==> config.mk <==
export PLATFORM = sky130hd
export DESIGN_NAME = fpf_queue
export DESIGN_NICKNAME = d
export VERILOG_FILES = /design/src/rtl/core/assert_macros.svh /design/src/rtl/core/fpf_pkg.sv /design/src/rtl/core/fpf_queue.sv
export SDC_FILE = /design/constraint.sdc
export NUM_CORES = 1
export LEC_CHECK = 0
export CAP_MARGIN = 10
export CORE_MARGIN = 3
export CORE_UTILIZATION = 45
export CTS_CLUSTER_SIZE = 40
export DETAILED_ROUTE_END_ITERATION = 8
export DONT_BUFFER_PORTS = 1
export PLACE_DENSITY = 0.63
export SKIP_LAST_GASP = 1
export SYNTH_ARGS = -nofsm -noshare
export SYNTH_HDL_FRONTEND = slang
export SYNTH_SLANG_ARGS = --single-unit
==> constraint.sdc <==
create_clock -name clk -period 3.3 [get_ports clk]
set_input_delay 0.165 -clock clk [delete_from_list [all_inputs] [get_ports clk]]
set_output_delay 0.165 -clock clk [all_outputs]
set_load 0.005 [all_outputs]
==> src/rtl/core/assert_macros.svh <==
// assertion macros for the fence fill core
// depends on a clock named clk and an active-low reset named arst_n in scope
`ifndef ASSERT_MACROS_SVH
`define ASSERT_MACROS_SVH

// property must hold at every clock edge outside reset
`define FPF_ASSERT(lbl, prop) \
	lbl: assert property (@(posedge clk) disable iff (!arst_n) (prop)) \
		else $error("fence fill assertion failed");

// condition must never be true outside reset
`define FPF_NEVER(lbl, expr) \
	lbl: assert property (@(posedge clk) disable iff (!arst_n) !(expr)) \
		else $error("fence fill forbidden condition seen");

`endif

==> src/rtl/core/fpf_pkg.sv <==
// shared types, codes and defaults for the fence fill core
// no dependencies
package fpf_pkg;

	// default sizes, handed to the top level parameters
	localparam int DEF_IMAGE_WIDTH   = 64;
	localparam int DEF_IMAGE_HEIGHT  = 64;
	localparam int DEF_FRACTION_BITS = 16;

	// coordinate and fence widths fixed by the interface
	localparam int COORD_W = 6;
	localparam int FENCE_W = 7;
	localparam int ROW_W   = 64;

	// command queue between front and back
	localparam int QUEUE_DEPTH = 2;
	localparam int QPTR_W      = $clog2(QUEUE_DEPTH);
	localparam int QCNT_W      = $clog2(QUEUE_DEPTH + 1);

	// input mode codes
	localparam logic [1:0] MODE_CLEAR = 2'd0;
	localparam logic [1:0] MODE_DRAW  = 2'd1;
	localparam logic [1:0] MODE_READ  = 2'd2;

	typedef enum logic [1:0] {
		OP_CLEAR,
		OP_DRAW,
		OP_READ
	} op_t;

	// classified command word; for reads the row travels in ya
	typedef struct packed {
		op_t                op;
		logic [COORD_W-1:0] xa;
		logic [COORD_W-1:0] ya;
		logic [COORD_W-1:0] yb;
		logic               dx_neg;
		logic [COORD_W-1:0] dx_mag;
	} cmd_t;

	typedef struct packed {
		logic full;
		logic empty;
	} q_status_t;

	typedef enum logic [2:0] {
		BK_INIT,
		BK_IDLE,
		BK_DIV,
		BK_WALK,
		BK_CLEAR,
		BK_READ,
		BK_READ_DATA
	} back_state_t;

endpackage

==> src/rtl/core/fpf_queue.sv <==
// short command queue between front and back
// depends on fpf_pkg
module fpf_queue (
	input  logic               clk,
	input  logic               arst_n,
	input  logic               push,
	input  fpf_pkg::cmd_t      push_cmd,
	input  logic               pop,
	output fpf_pkg::cmd_t      head,
	output fpf_pkg::q_status_t status
);
	import fpf_pkg::*;

	cmd_t              entry_q [QUEUE_DEPTH];
	logic [QPTR_W-1:0] wr_ptr_q;
	logic [QPTR_W-1:0] rd_ptr_q;
	logic [QCNT_W-1:0] cnt_q;

	assign head         = entry_q[rd_ptr_q];
	assign status.full  = cnt_q == QCNT_W'(QUEUE_DEPTH);
	assign status.empty = cnt_q == '0;

	// pointers and fill count
	always_ff @(posedge clk or negedge arst_n) begin
		if (!arst_n) begin
			wr_ptr_q <= '0;
			rd_ptr_q <= '0;
			cnt_q    <= '0;
		end else begin
			if (push) begin
				wr_ptr_q <= wr_ptr_q + QPTR_W'(1);
			end
			if (pop) begin
				rd_ptr_q <= rd_ptr_q + QPTR_W'(1);
			end
			if (push && !pop) begin
				cnt_q <= cnt_q + QCNT_W'(1);
			end else if (pop && !push) begin
				cnt_q <= cnt_q - QCNT_W'(1);
			end
		end
	end

	// entry storage
	always_ff @(posedge clk) begin
		if (push) begin
			entry_q[wr_ptr_q] <= push_cmd;
		end
	end

endmodule

== Yosys cells after proc, flatten, opt, wreduce, memory -nomap -nowiden ==
Memories as Yosys holds them, arrays and structs flattened.
Index checks and enable logic that the tools add are counted.

* Equal/unequal tests: 1
* Mux-type cells: 4
* Reduce and logical (&&, ||, !) cells: 6
* Add/sub/neg operators: 4

{| class="wikitable"
|+ Operators by type and width
! kind !! count
|-
| two-way mux 2 bit || 2
|-
| adder 1 bit (second input constant) || 2
|-
| adder 2 x 1 -> 2 bit (second input constant) || 1
|-
| == test 2 bit (second input constant) || 1
|-
| logical AND 1 bit || 2
|-
| logical NOT 1 bit || 2
|-
| logical NOT 2 bit || 1
|-
| two-way mux 1 bit || 2
|-
| nonzero test 2 bit || 1
|-
| subtractor 2 x 1 -> 2 bit (second input constant) || 1
|}

* Output and inout bits: 29
* Logic and storage cells: 19
* Register bits after elaboration: 4
* Bits of input ports: 31
* Memories: 1
* RAM bits: 54

{| class="wikitable"
|+ Memories
! memory !! depth !! bits a word !! read ports !! clocked after memory_dff !! write ports !! line !! RTL
|-
| entry_q || 2 || 27 || 1 || 0 || 1 || fpf_queue.sv:14 || <nowiki>cmd_t entry_q [QUEUE_DEPTH];</nowiki>
|}

== Longest topological paths before layout ==
* Depth after elaboration: 4
* Mapped depth: 5
* Gate-level depth less buffers: 5

== Worst setup path before layout ==
Ideal clock, no wire load.

* Path type: register to register
* Start point: reg wr_ptr_q
* End point: mem entry_q[0][0] (netlist bit), enable pin
* Data arrival time: 1.622 ns
* Clock period less this slack: 2.036 ns
* Path slack: 1.264 ns
* Path buffers: 0
* Cell stages (with the launch flop): 2
* Required time: 2.886 ns
* Cells stage by stage: dfrtp_1 > nor2b_1

{| class="wikitable"
|+ RTL lines
! what !! line !! RTL
|-
| from (decl) || fpf_queue.sv:15 || <nowiki>logic [QPTR_W-1:0] wr_ptr_q;</nowiki>
|-
| from (signal assigned) || fpf_queue.sv:31 || <nowiki>wr_ptr_q <= wr_ptr_q + QPTR_W'(1);</nowiki>
|-
| to (decl) || fpf_queue.sv:14 ||
|}

Straight into the memory's write port.

==> run_results.csv <==
group,metric,value,unit
die,core_area,4750,sq um
grt,overflow,0,
synthesis,synthDistinctLibCells,13,
cts,clk_pin_slew,60,ps
sta,max_freq,0.542,GHz
place,place_inst,166,
cts,worstSkewPairLatency,330,ps
power_and_ir_drop,leakagePower,1.01,nW
grt,grt_pass1_wl,5770,um
synthesis,yosys-top-cells-area,"edfxtp_1 (73%), mux2_4 (13%), dfrtp_1 (4.5%)",
place,post-dp-hpwl,2300,um
cts,cts_resized,0,
grt,track_usage,13.7,%
cts,cts_hold_buf,30,
cts,cts_setup_buffers,0,
worst_setup_path,cp.required,3130,ps
worst_setup_path,r2r_slack,1660,ps
die,ios,60,
worst_setup_path,worst_r2r_startpoint,"wr_ptr_q$_DFFE_PN0P_",
sta,tightestPinTransition,826,ps
die,die_w,76.5,um
sta,hold_viol,0,
synthesis,syn_area,2230,sq um
final_layout,area_delta_synth_final,23.7,%
worst_setup_path,path_buf_inv,0,
synthesis,synth_top_area_share,72.6,%
worst_setup_path,path_max_fanout,28,
grt,antenna_found_initial,0,
worst_setup_path,path_class,"flop to output pin",
detailed_routing,drt_pre_antenna_iters,4,
die,start_util,47.0,%
sta,period_share,56.0,%
cts,cts_buffer_depth,2,
die,num_rows,25,
place,gp_congestion,0.599,
sta,max_slew_margin,44.9,%
cts,cts_sinks,58,
worst_setup_path,crit_path_start_kind,"flop",
detailed_routing,routed_via_density,4.69,
worst_setup_path,crit_slowest_cell,"dfrtp_2",
synthesis,syn_avg_cell_area,22.3,sq um
synthesis,ys_ff_latch,58,
grt,grt_pass1_vias,1139,
cts,numCtsBuffers,9,
synthesis,synth_top_cell_by_area,"edfxtp_1",
cts,htreeDepth,3,
sta,slew_viol_final,0,
worst_setup_path,reg2regPathDepth,2,
sta,rsz0062_at_grt,"no",
synthesis,synth_warnings,0,
job,drv_cap,0,
cts,cts_tree,"built",
synthesis,synth_fp_nets,132,
detailed_routing,via_count,995,
worst_setup_path,cp_top_family,"flip-flops",
final_layout,diodes,0,
sta,period_needed,1850,ps
final_layout,instances_no_fill,212,
synthesis,syn_inst,100,
detailed_routing,ant_nets,0,
worst_setup_path,slowest_delay,900,ps
power_and_ir_drop,vdd_drop_max,631,uV
worst_setup_path,arrival,1680,ps
place,io_buffers,0,
hold_path,hold_path.class,"input port to async pin",
worst_setup_path,timing.rr.end,"entry_q[0][10]$_DFFE_PP_",
power_and_ir_drop,power.density,781,nW/um^2
worst_setup_path,path_cells,"mux2_2",
sta,setup_viol,0,
die,die_h,76.5,um
final_layout,fin_util,58.1,%
sta,tns,0,ps
detailed_routing,wl_per_cell,17.2,um
worst_setup_path,crit_path_end_kind,"output pin",
final_layout,fin_nets,172,
final_layout,final_layout_size_suffix_gt1_share,29.0,%
cts,cts_root_buf,"clkbuf_8",
status,status,"complete, no violations",
synthesis,ys_seq_area_share,77.0,%
detailed_routing,drtIter0Drc,36,
detailed_routing,routed_wirelength,3650,um
sta,fin_skew,2.33,ps
die,dieArea,5850,sq um
grt,grt_start_max_net_pins,29,
final_layout,nFillCells,398,
detailed_routing,drc,0,
routing by layer:
layer | up-vias | part of all wire (%) | GRT usage, %
met5 | - | 0 | 0
met4 | 0 | 1.8 | 5.98
met3 | 7 | 7.8 | 8.39
met2 | 41 | 52 | 22.7
met1 | 484 | 38 | 13.7
li1 | 463 | - | -
kinds of logic after synthesis:
family | share of synthesized area [%]
buffers and inverters | 2.46
multiplexers | 16.8
XOR/XNOR | 1.96
adder cells (fa/ha/maj) | 0.560
flip-flops | 77.0
AND/OR/NAND/NOR | 1.18
area by class of cell:
class	instances	area, sq um	area share [%]
inverters	1	3.75	0.136
clock inverters	4	42.5	1.54
repair buffers	32	315	11.4
multi-input cells	38	460	16.7
clock buffers	12	135	4.89
flip-flops and latches	58	1720	62.3
well taps	67	83.8	3.03
power by group:
group,internal (mW),switching [mW]
logic,0.275,0.182
clock network,0.343,0.243
registers,0.982,0.135
total,1.60,0.560
cells in the mapped netlist (all sizes together):
cell,count
nor2b,2
xnor2,1
nor2,2
ha,1
dfrtp,4
edfxtp,54
xor2,4
inv,1
mux2,27
buf,3
and2,1
through the flow:
stage | hold slack, ps | instance area [sq um] | total power, mW | setup slack [ps]
5_1_grt | 76.5 | 2760 | 2.28 | 1360
4_1_cts | 84.8 | 2760 | 2.19 | 1430
3_3_place_gp | -130 | 2290 | 1.55 | 1750
6_report | 106 | 2760 | 2.16 | 1450
3_5_place_dp | -130 | 2290 | 1.56 | 1680
2_1_floorplan | -131 | 2230 | 1.52 | 1260
state kept, by name, summed over array words and instances (netlist names):
register / cells
cnt_q: 2
entry_q: 54
rd_ptr_q: 1
wr_ptr_q: 1
cells in the final DEF (no fill, tap or decap):
| cell | count |
|---|---|
| nor2b_2 | 1 |
| xnor2_1 | 1 |
| dfrtp_1 | 3 |
| and2_1 | 1 |
| ha_1 | 1 |
| xor2_1 | 4 |
| nor2b_1 | 1 |
| clkinv_1 | 2 |
| buf_4 | 2 |
| mux2_2 | 8 |
| clkinv_2 | 1 |
| dlygate4sd3_1 | 30 |
| clkbuf_1 | 3 |
| edfxtp_1 | 54 |
| inv_1 | 1 |
| nor2_1 | 2 |
| bufinv_16 | 1 |
| dfrtp_2 | 1 |
| clkbuf_8 | 9 |
| mux2_4 | 19 |
how the worst max path moves through the flow:
| stage | slack, ps | to | cells past startpoint | from |
|---|---|---|---|---|
| floorplan | 1260 | entry_q[0][0]$_DFFE_PP_ | 1 | wr_ptr_q$_DFFE_PN0P_ |
| global placement | 1750 | entry_q[0][9]$_DFFE_PP_ | 2 | wr_ptr_q$_DFFE_PN0P_ |
| detailed placement | 1680 | entry_q[0][16]$_DFFE_PP_ | 2 | wr_ptr_q$_DFFE_PN0P_ |
| CTS | 1430 | head[13] | 1 | rd_ptr_q$_DFFE_PN0P_ |
| global route | 1360 | head[13] | 1 | rd_ptr_q$_DFFE_PN0P_ |
| finish | 1450 | head[13] | 1 | rd_ptr_q$_DFFE_PN0P_ |
(Power assumes the default switching activity.)
