### src/rtl/core/assert_macros.svh
// assertion macros for the fence fill core
// depends on a clock named clk and an active-low reset named arst_n in scope
`ifndef ASSERT_MACROS_SVH
`define ASSERT_MACROS_SVH

// property must hold at every clock edge outside reset
`define FPF_ASSERT(lbl, prop) \
	lbl: assert property (@(posedge clk) disable iff (!arst_n) (prop)) \
		else $error("fence fill assertion failed");

// condition must never be true outside reset
`define FPF_NEVER(lbl, expr) \
	lbl: assert property (@(posedge clk) disable iff (!arst_n) !(expr)) \
		else $error("fence fill forbidden condition seen");

`endif

### src/rtl/core/fpf_pkg.sv
// shared types, codes and defaults for the fence fill core
// no dependencies
package fpf_pkg;

	// default sizes, handed to the top level parameters
	localparam int DEF_IMAGE_WIDTH   = 64;
	localparam int DEF_IMAGE_HEIGHT  = 64;
	localparam int DEF_FRACTION_BITS = 16;

	// coordinate and fence widths fixed by the interface
	localparam int COORD_W = 6;
	localparam int FENCE_W = 7;
	localparam int ROW_W   = 64;

	// command queue between front and back
	localparam int QUEUE_DEPTH = 2;
	localparam int QPTR_W      = $clog2(QUEUE_DEPTH);
	localparam int QCNT_W      = $clog2(QUEUE_DEPTH + 1);

	// input mode codes
	localparam logic [1:0] MODE_CLEAR = 2'd0;
	localparam logic [1:0] MODE_DRAW  = 2'd1;
	localparam logic [1:0] MODE_READ  = 2'd2;

	typedef enum logic [1:0] {
		OP_CLEAR,
		OP_DRAW,
		OP_READ
	} op_t;

	// classified command word; for reads the row travels in ya
	typedef struct packed {
		op_t                op;
		logic [COORD_W-1:0] xa;
		logic [COORD_W-1:0] ya;
		logic [COORD_W-1:0] yb;
		logic               dx_neg;
		logic [COORD_W-1:0] dx_mag;
	} cmd_t;

	typedef struct packed {
		logic full;
		logic empty;
	} q_status_t;

	typedef enum logic [2:0] {
		BK_INIT,
		BK_IDLE,
		BK_DIV,
		BK_WALK,
		BK_CLEAR,
		BK_READ,
		BK_READ_DATA
	} back_state_t;

endpackage

### src/rtl/core/fpf_front.sv
// front end: accepts words, orders edge endpoints and filters no-op words
// depends on fpf_pkg
module fpf_front (
	input  logic                     start,
	input  logic [1:0]               mode,
	input  logic [5:0]               x_first,
	input  logic [5:0]               y_first,
	input  logic [5:0]               x_second,
	input  logic [5:0]               y_second,
	input  logic [5:0]               read_row,
	input  fpf_pkg::q_status_t       q_stat,
	input  logic                     init_clear,
	output logic                     busy,
	output logic                     push,
	output fpf_pkg::cmd_t            cmd
);
	import fpf_pkg::*;

	logic               accept;
	logic               keep;
	logic               swap;
	logic [COORD_W-1:0] xa, ya, xb, yb;

	// hold off while the queue is full or the bitmap is being wiped
	assign busy   = q_stat.full | init_clear;
	assign accept = start & ~busy;
	assign push   = accept & keep;

	// order endpoints so the first has the lower y
	assign swap = y_first > y_second;
	assign xa   = swap ? x_second : x_first;
	assign ya   = swap ? y_second : y_first;
	assign xb   = swap ? x_first  : x_second;
	assign yb   = swap ? y_first  : y_second;

	// classify the word
	always_comb begin
		cmd        = '0;
		cmd.op     = OP_CLEAR;
		keep       = 1'b0;
		unique case (mode)
			MODE_CLEAR: begin
				keep   = 1'b1;
			end
			MODE_DRAW: begin
				cmd.op     = OP_DRAW;
				cmd.xa     = xa;
				cmd.ya     = ya;
				cmd.yb     = yb;
				cmd.dx_neg = xb < xa;
				cmd.dx_mag = (xb < xa) ? (xa - xb) : (xb - xa);
				// horizontal edges touch no row
				keep       = ya != yb;
			end
			MODE_READ: begin
				cmd.op = OP_READ;
				cmd.ya = read_row;
				keep   = 1'b1;
			end
			default: begin
				keep = 1'b0;
			end
		endcase
	end

endmodule

### config.mk
export PLATFORM = sky130hd
export DESIGN_NAME = fpf_front
export DESIGN_NICKNAME = d
export VERILOG_FILES = /design/src/rtl/core/assert_macros.svh /design/src/rtl/core/fpf_pkg.sv /design/src/rtl/core/fpf_front.sv
export SDC_FILE = /design/constraint.sdc
export NUM_CORES = 1
export LEC_CHECK = 0
export BUFFER_PORTS_ARGS = -buffer_cell sky130_fd_sc_hd__buf_2
export CAP_MARGIN = 20
export CORE_MARGIN = 5
export CORE_UTILIZATION = 50
export DETAILED_ROUTE_END_ITERATION = 7
export PLACE_DENSITY_LB_ADDON = 0.1
export SLEW_MARGIN = 10
export SYNTH_ARGS = -nofsm -noshare
export SYNTH_HDL_FRONTEND = slang
export SYNTH_SLANG_ARGS = --single-unit
### constraint.sdc
create_clock -name vclk -period 6.8
set_clock_uncertainty 0.15 [all_clocks]
set_input_delay 0.68 -clock vclk [all_inputs]
set_output_delay 0.68 -clock vclk [all_outputs]
set_load 0.01 [all_outputs]
# --- Yosys cells after proc, flatten, opt, wreduce, memory -nomap -nowiden ---
# Cells that the tools add are included.
word_totals:
  output_inout_bits: 29
  ff_bits: 0
  inputBits: 36
  wordCells: 23
classes:
  order_cmp: 2
  bitwise_logic: 4
  add_sub_neg: 2
  n_eq_ne: 3
  muxes: 10
  reduce_logical: 2
op_table:
  columns: ["op", "n"]
  rows:
  - ["6-bit two-way mux", 6]
  - ["13-bit two-way mux", 1]
  - ["6-bit one-hot mux with 2 select lines", 1]
  - ["6-bit subtractor", 2]
  - ["6-bit > comparator", 1]
  - ["6-bit less-than comparator", 1]
  - ["6-bit inequality test", 1]
  - ["2-bit one-hot mux with 2 select lines", 1]
  - ["1-bit bitwise AND", 2]
  - ["2-bit by 1-bit == test with 1-bit output (second input constant)", 1]
  - ["2-bit == test (second input constant)", 1]
  - ["2-bit logical NOT", 1]
  - ["1-bit one-hot mux with 2 select lines", 1]
  - ["2-bit OR reduction", 1]
  - ["1-bit NOT", 1]
  - ["1-bit OR", 1]

# --- Logic depth before layout (Yosys ltp) ---
# Gate-level depths: netlist of run 1.
logic_depth:
  ltp_word: 5
  mapped_depth: 16
  depth_no_buf: 15

# --- Worst setup path before layout of run 1 ---
# OpenSTA, ideal clock, no wires.
synth_timing:
  kind: "input -> output"
  startpoint: "in y_second[5]"
  endpoint: "out cmd[3] (netlist bit)"
  slack_ns: 2.358
  path_buffers: 1
  arrival_ns: 3.612
  cell_stages: 16
  required_time_ns: 5.970
  path_cell_list: "inv_1 > ha_1 > and4_1 > o21ai_2 > a31oi_2 > buf_2 > nand3b_1 > and2_1 > ha_1 > a311o_1 > a31oi_1 > a211oi_1 > nor3_4 > mux2i_1 > xnor2_1 > and2_1"
synth_lines:
  columns: ["item", "line", "source"]
  rows:
  - ["start: declaration", "fpf_front.sv:9", "input logic [5:0] y_second,"]
  - ["end: declaration", "fpf_front.sv:15", "output fpf_pkg::cmd_t cmd"]

==> run metrics, run 1 <==
post-synthesis net count=264; max cap viols=0; area grow syn2layout=23.36%; Die Y-Extent=61.96 µm; Power per Cell Area=just under 90 mW/mm²; share of cells above drive strength 1=27.24%; # DRC=0; Fmax=201.6 MHz; critical path launch point type=input pin; Hold Crit Class=input pin to output port; Cells after Synth=roughly 220; WHS Path Cells=3; Worst Hold Launch=q_stat[1]; Via-to-Cell Ratio=5.446; vias in the first global route=1414; Hold Buf Count CTS=0; Rows=18; Vias=1623; Commonest cells post-synth=nand2_1 (39), nor2_1 (19), inv_1 (16), a21boi_0 (15); Critical Path Fanout Max=35; crit path DAT=between 4 and 5 ns; most common cell in the netlist=nand2_1; area share of the largest cell type after synthesis=12.05%; register area=0 µm²; die area=roughly 0.0038 mm²; Gates resized, CTS repair=0; Clk network pwr share=0%; Layout Nets=319; normalized max-slew margin=44.29%; final setup vio count=0; GRT Total Usage=18.38%; Worst Hold Endpoint=busy; Initial Util=53.52%; Synth Cell Area=between 0.001 and 0.0015 mm²; worst vdd ir=between 50 and 60 µV; Seq pwr share=0%; Setup CP Type=input pin to output port; Pint=0.00006277 W; Seq cells=0; first-pass GRT wire length=5789 µm; Sw Ratio=between 50 and 60%; Gate power share=100.0%; sw power=just over 0.00008 W; worst setup margin=approximately 1.8 ns; setup TNS=0 ns; post-synth cell types=50; Placement Setup Slack=roughly 1.8 ns; WL final=3498 µm; synthesized area per cell=approximately 6.3 µm²; WL/cell=11.74 µm; area leader, netlist=ha_1; Final Cycle Share=72.94%; Buffers on Ports=between 60 and 70; RSZ-0062 raised after global routing=false; Leakage=around 0.85 nW; max-slew violations=0; fin crit period=4.960 ns; gr ovfl total=0; gp weighted congestion=0.7941; IO Count=65; initial antenna violation count=0; diodes inserted=0; router iterations before antenna repair=4; Detail Placement HPWL=around 2800 µm; Synth area leaders=ha_1 (12%), nand2_1 (11%), a21boi_0 (8.3%), nor2b_1 (6.0%), nor2_1 (5.3%); critical path data required time=5.97 ns; postcts setup bufs=0; Seq/Total Area, Yosys=0%; Syn. warnings=0; endpoint class of the critical path=output port; Slew @ Worst Pin=about 0.84 ns; largest net degree at the start of global routing=36; final hold vios=0; Post-DRT Antenna Nets=0; # fillers=247; # clk buffers=0; outcome=finished, final reports clean; Core Area=around 0.0025 mm²; Die W=61.96 µm; Initial DRC Count=91
[area by class of cell]
| class | count | area, µm² | share of cell area, % |
|---|---|---|---|
| timing repair buffer | 65 | 327.8 | 19.68 |
| multi-input combinational | 187 | 1240 | 74.46 |
| inverter | 16 | 60.06 | 3.606 |
| tap | 30 | 37.54 | 2.254 |
[power groups by stage]
stage,Sequential [W],Combinational (W),Clock (W)
2_1_floorplan,0,0.000104,0
3_3_place_gp,0,0.000143,0
3_5_place_dp,0,0.000145,0
4_1_cts,0,0.000145,0
5_1_grt,0,0.000164,0
6_report,0,0.000145,0
[worst max path at each step]
stage,end,startpoint,slack (ns)
final,cmd[3],y_first[5],1.84
after global placement,cmd[3],y_first[5],1.89
after CTS,cmd[3],y_first[5],1.85
after detailed placement,cmd[3],y_first[5],1.85
after global routing,cmd[3],y_first[5],1.44
after floorplan,cmd[3],y_second[5],2.36
[kinds of logic after synthesis]
group           count (synthesis)  share of synthesized area (%)
simple gates                   97                          35.13
compound gates                 61                          33.09
fa+ha+maj                      20                          17.24
mux                             5                          3.800
xor+xnor                        4                          2.595
buf+inv                        28                          8.155
[placed cells by master (no fill, tap or decap), drive strengths merged, types with 2 or more instances in the layout]
master and count:
a21boi 15, a21o 2, a21oi 7, a221oi 2
a22oi 6, a31oi 2, and2 4, buf 65
ha 13, inv 16, maj3 7, mux2i 4
nand2 39, nand2b 5, nand3 4, nand3b 2
nor2 19, nor2b 13, nor3 5, o21ai 13
o21bai 2, xnor2 2, xor2 2
[stage by stage]
step,cell area [µm²],hold WS (ns),power [W],util (%),instances
6_report,1665,1.495,0.0001448,66.02,298
5_1_grt,1665,1.520,0.0001644,66.02,298
4_1_cts,1665,1.499,0.0001454,66.02,298
3_5_place_dp,1665,1.499,0.0001449,66.02,298
3_3_place_gp,1665,1.495,0.0001435,66.02,298
2_1_floorplan,1350,1.321,0.0001042,-,215
[layer usage]
layer / part of all wire (%) / vias up / global-route usage, %
met4: 0 / 0 / 0.3030
li1: - / 860 / -
met2: 47 / 43 / 32.69
met5: 0 / - / 0
met3: 6.2 / 0 / 1.033
met1: 47 / 720 / 25.70
[critical path, cell delays in order]
cell and delay (ns):
buf_2 0.12, ha_1 0.33, a21oi_1 0.35, a31o_4 0.46, nand3b_1 0.15, and2_1 0.19, ha_1 0.21, a311o_1 0.28
a31oi_1 0.25, a211oi_1 0.13, nor3_4 0.32, mux2i_1 0.26, xnor2_1 0.14, and2_1 0.13, buf_2 0.12
No activity file was read; power rests on OpenSTA's default activity.
==> run 2, diff against run 1 <==
--- a/config.mk
+++ b/config.mk
@@ -8,7 +8,7 @@
 export BUFFER_PORTS_ARGS = -buffer_cell sky130_fd_sc_hd__buf_2
 export CAP_MARGIN = 20
 export CORE_MARGIN = 5
-export CORE_UTILIZATION = 50
+export CORE_UTILIZATION = 45
 export DETAILED_ROUTE_END_ITERATION = 7
 export PLACE_DENSITY_LB_ADDON = 0.1
 export SLEW_MARGIN = 10
==> constraint.sdc (replaced) <==
create_clock -name vclk -period 4.52
set_clock_uncertainty 0.15 [all_clocks]
set_input_delay 0.452 -clock vclk [all_inputs]
set_output_delay 0.452 -clock vclk [all_outputs]
set_load 0.01 [all_outputs]
==> run 2 against run 1 <==
Wire length increased by 3.1%. Largest cell class unchanged. Largest power group unchanged. Die area up 9.3%. Setup slack worse by 1.4 ns. First-iteration DRC count is 21% lower. Power grew 52%. Critical endpoint unchanged. Highest routed layer unchanged. Combinational power up 52%. Critical path type unchanged. Core utilization is 6.1 points lower. Sequential share of layout area unchanged.
==> run metrics, run 2 (same netlist as run 1, synthesis figures left out) <==
outcome=finished, final reports clean; postcts setup bufs=0 (unchanged); diodes inserted=0 (unchanged); Seq pwr share=0% (unchanged); WL/cell=11.98 µm (+2.1%); Die W=64.78 µm (+4.5%); GRT Total Usage=16.36% (-2.0 points); register area=0 µm² (unchanged); Post-DP Area=0.001682 mm² (+0.98%); Fmax=242.2 MHz; Post-DRT Antenna Nets=0 (unchanged); Die Y-Extent=64.78 µm (+4.5%); normalized max-slew margin=64.17% (+20 points); setup TNS=0 ns (unchanged); Setup CP Type=input pin to output port; Leakage=0.8643 nW (+1.1%); Seq cells=0 (unchanged); final setup vio count=0 (unchanged); endpoint class of the critical path=output port; crit path DAT=3.53 ns (-0.60 ns); # DRC=0 (unchanged); max-slew violations=0 (unchanged); Initial Util=48.13% (-5.4 points); area grow syn2layout=24.56%; Critical Path Fanout Max=6 (-83%); Buffers on Ports=64 (unchanged); die area=0.004196 mm² (+9.3%); dpl cells=301 (+1.0%); Pint=0.00009585 W (+53%); critical path data required time=3.92 ns (-2.05 ns); Core Area=0.002805 mm² (+11%); Hold Buf Count CTS=0 (unchanged); final core occ=59.95% (-6.1 points); critical path launch point type=input pin; gr ovfl total=0 (unchanged); initial antenna violation count=0 (unchanged); largest net degree at the start of global routing=35 (-2.8%); vias in the first global route=1380 (-2.4%); router iterations before antenna repair=4 (unchanged); WL final=3607 µm (+3.1%); Rows=19 (+1); IO Count=65 (unchanged); worst vdd ir=57.01 µV (+11%); max cap viols=0 (unchanged); # clk buffers=0 (unchanged); Via-to-Cell Ratio=5.402 (-0.81%); Gate power share=100.0% (about the same); first-pass GRT wire length=6023 µm (+4.0%); gp weighted congestion=0.7960 (+0.24%); share of cells above drive strength 1=27.78% (+0.54 points); commonest non-fill, non-tap cell in the layout=buf_2; Layout Nets=321 (+0.63%); Clk network pwr share=0% (unchanged); commonest non-fill, non-tap cells in the layout=buf_2 (64), nand2_1 (39), nor2_1 (19); Sw Ratio=56.56% (-0.090 points); sw power=0.0001248 W (+52%); Gates resized, CTS repair=0 (unchanged); Final Cycle Share=91.34%; Vias=1626 (+0.18%); RSZ-0062 raised after global routing=false; Initial DRC Count=72 (-21%); Hold Crit Class=input pin to output port; fin crit period=roughly 4.1 ns; Power per Cell Area=131.2 mW/mm² (+51%); Slew @ Worst Pin=0.5225 ns (-0.3132 ns); Finished Cell Area=0.001682 mm² (+0.98%); final hold vios=0 (unchanged); Detail Placement HPWL=2857 µm (+1.9%); Final Non-Filler Cells=301 (+1.0%)
## run 2: changes by cell type in the layout (fill, tap and decap cells not counted), sizes merged
cell / change
buf: +2
## run 2: metal layers
| metal | GRT usage, % | up-vias | part of all wire, % |
|---|---|---|---|
| met1 | 24.10 | 719 | 48 |
| met4 | 0 | 0 | 0 |
| met2 | 27.46 | 40 | 45 |
| met3 | 1.382 | 0 | 7.0 |
| li1 | - | 867 | - |
| met5 | 0 | - | 0 |
## run 2: final timing paths
kind,from,endpoint,slack [ns],cells past startpoint
worst max-delay path,y_first[5],cmd[3],0.39,15
worst min-delay path,init_clear,busy,1.04,3
## run 2: area by class of cell
class | instances | area, µm²
multi-input cells | 187 | 1240
inverters | 16 | 60.06
repair buffers | 67 | 342.8
fillers | 292 | 1124
well taps | 31 | 38.79
## run 2: metrics by stage
step | hold slack (ns) | power (W) | setup WS [ns]
2_1_floorplan | 0.8648 | 0.0001567 | 0.5341
3_3_place_gp | 1.040 | 0.0002192 | 0.3608
3_5_place_dp | 1.040 | 0.0002197 | 0.3846
4_1_cts | 1.044 | 0.0002216 | 0.3780
5_1_grt | 1.052 | 0.0002497 | 0.1063
6_report | 1.040 | 0.0002206 | 0.3916
## run 2: worst max-delay path: stages
cell      delay [ns]
buf_2           0.11
ha_1            0.33
a21oi_1         0.35
a31o_4          0.22
nand3b_1        0.10
and2_1          0.17
ha_1            0.20
a311o_1         0.27
a31oi_1         0.23
a211oi_1        0.12
nor3_4          0.34
mux2i_1         0.27
xnor2_1         0.13
and2_1          0.13
buf_2           0.12
## run 2: power groups by stage
| stage | Clock (W) | Combinational [W] | Sequential [W] |
|---|---|---|---|
| after detailed placement | 0 | 0.000220 | 0 |
| final | 0 | 0.000221 | 0 |
| after CTS | 0 | 0.000222 | 0 |
| after floorplan | 0 | 0.000157 | 0 |
| after global placement | 0 | 0.000219 | 0 |
| after global routing | 0 | 0.000250 | 0 |
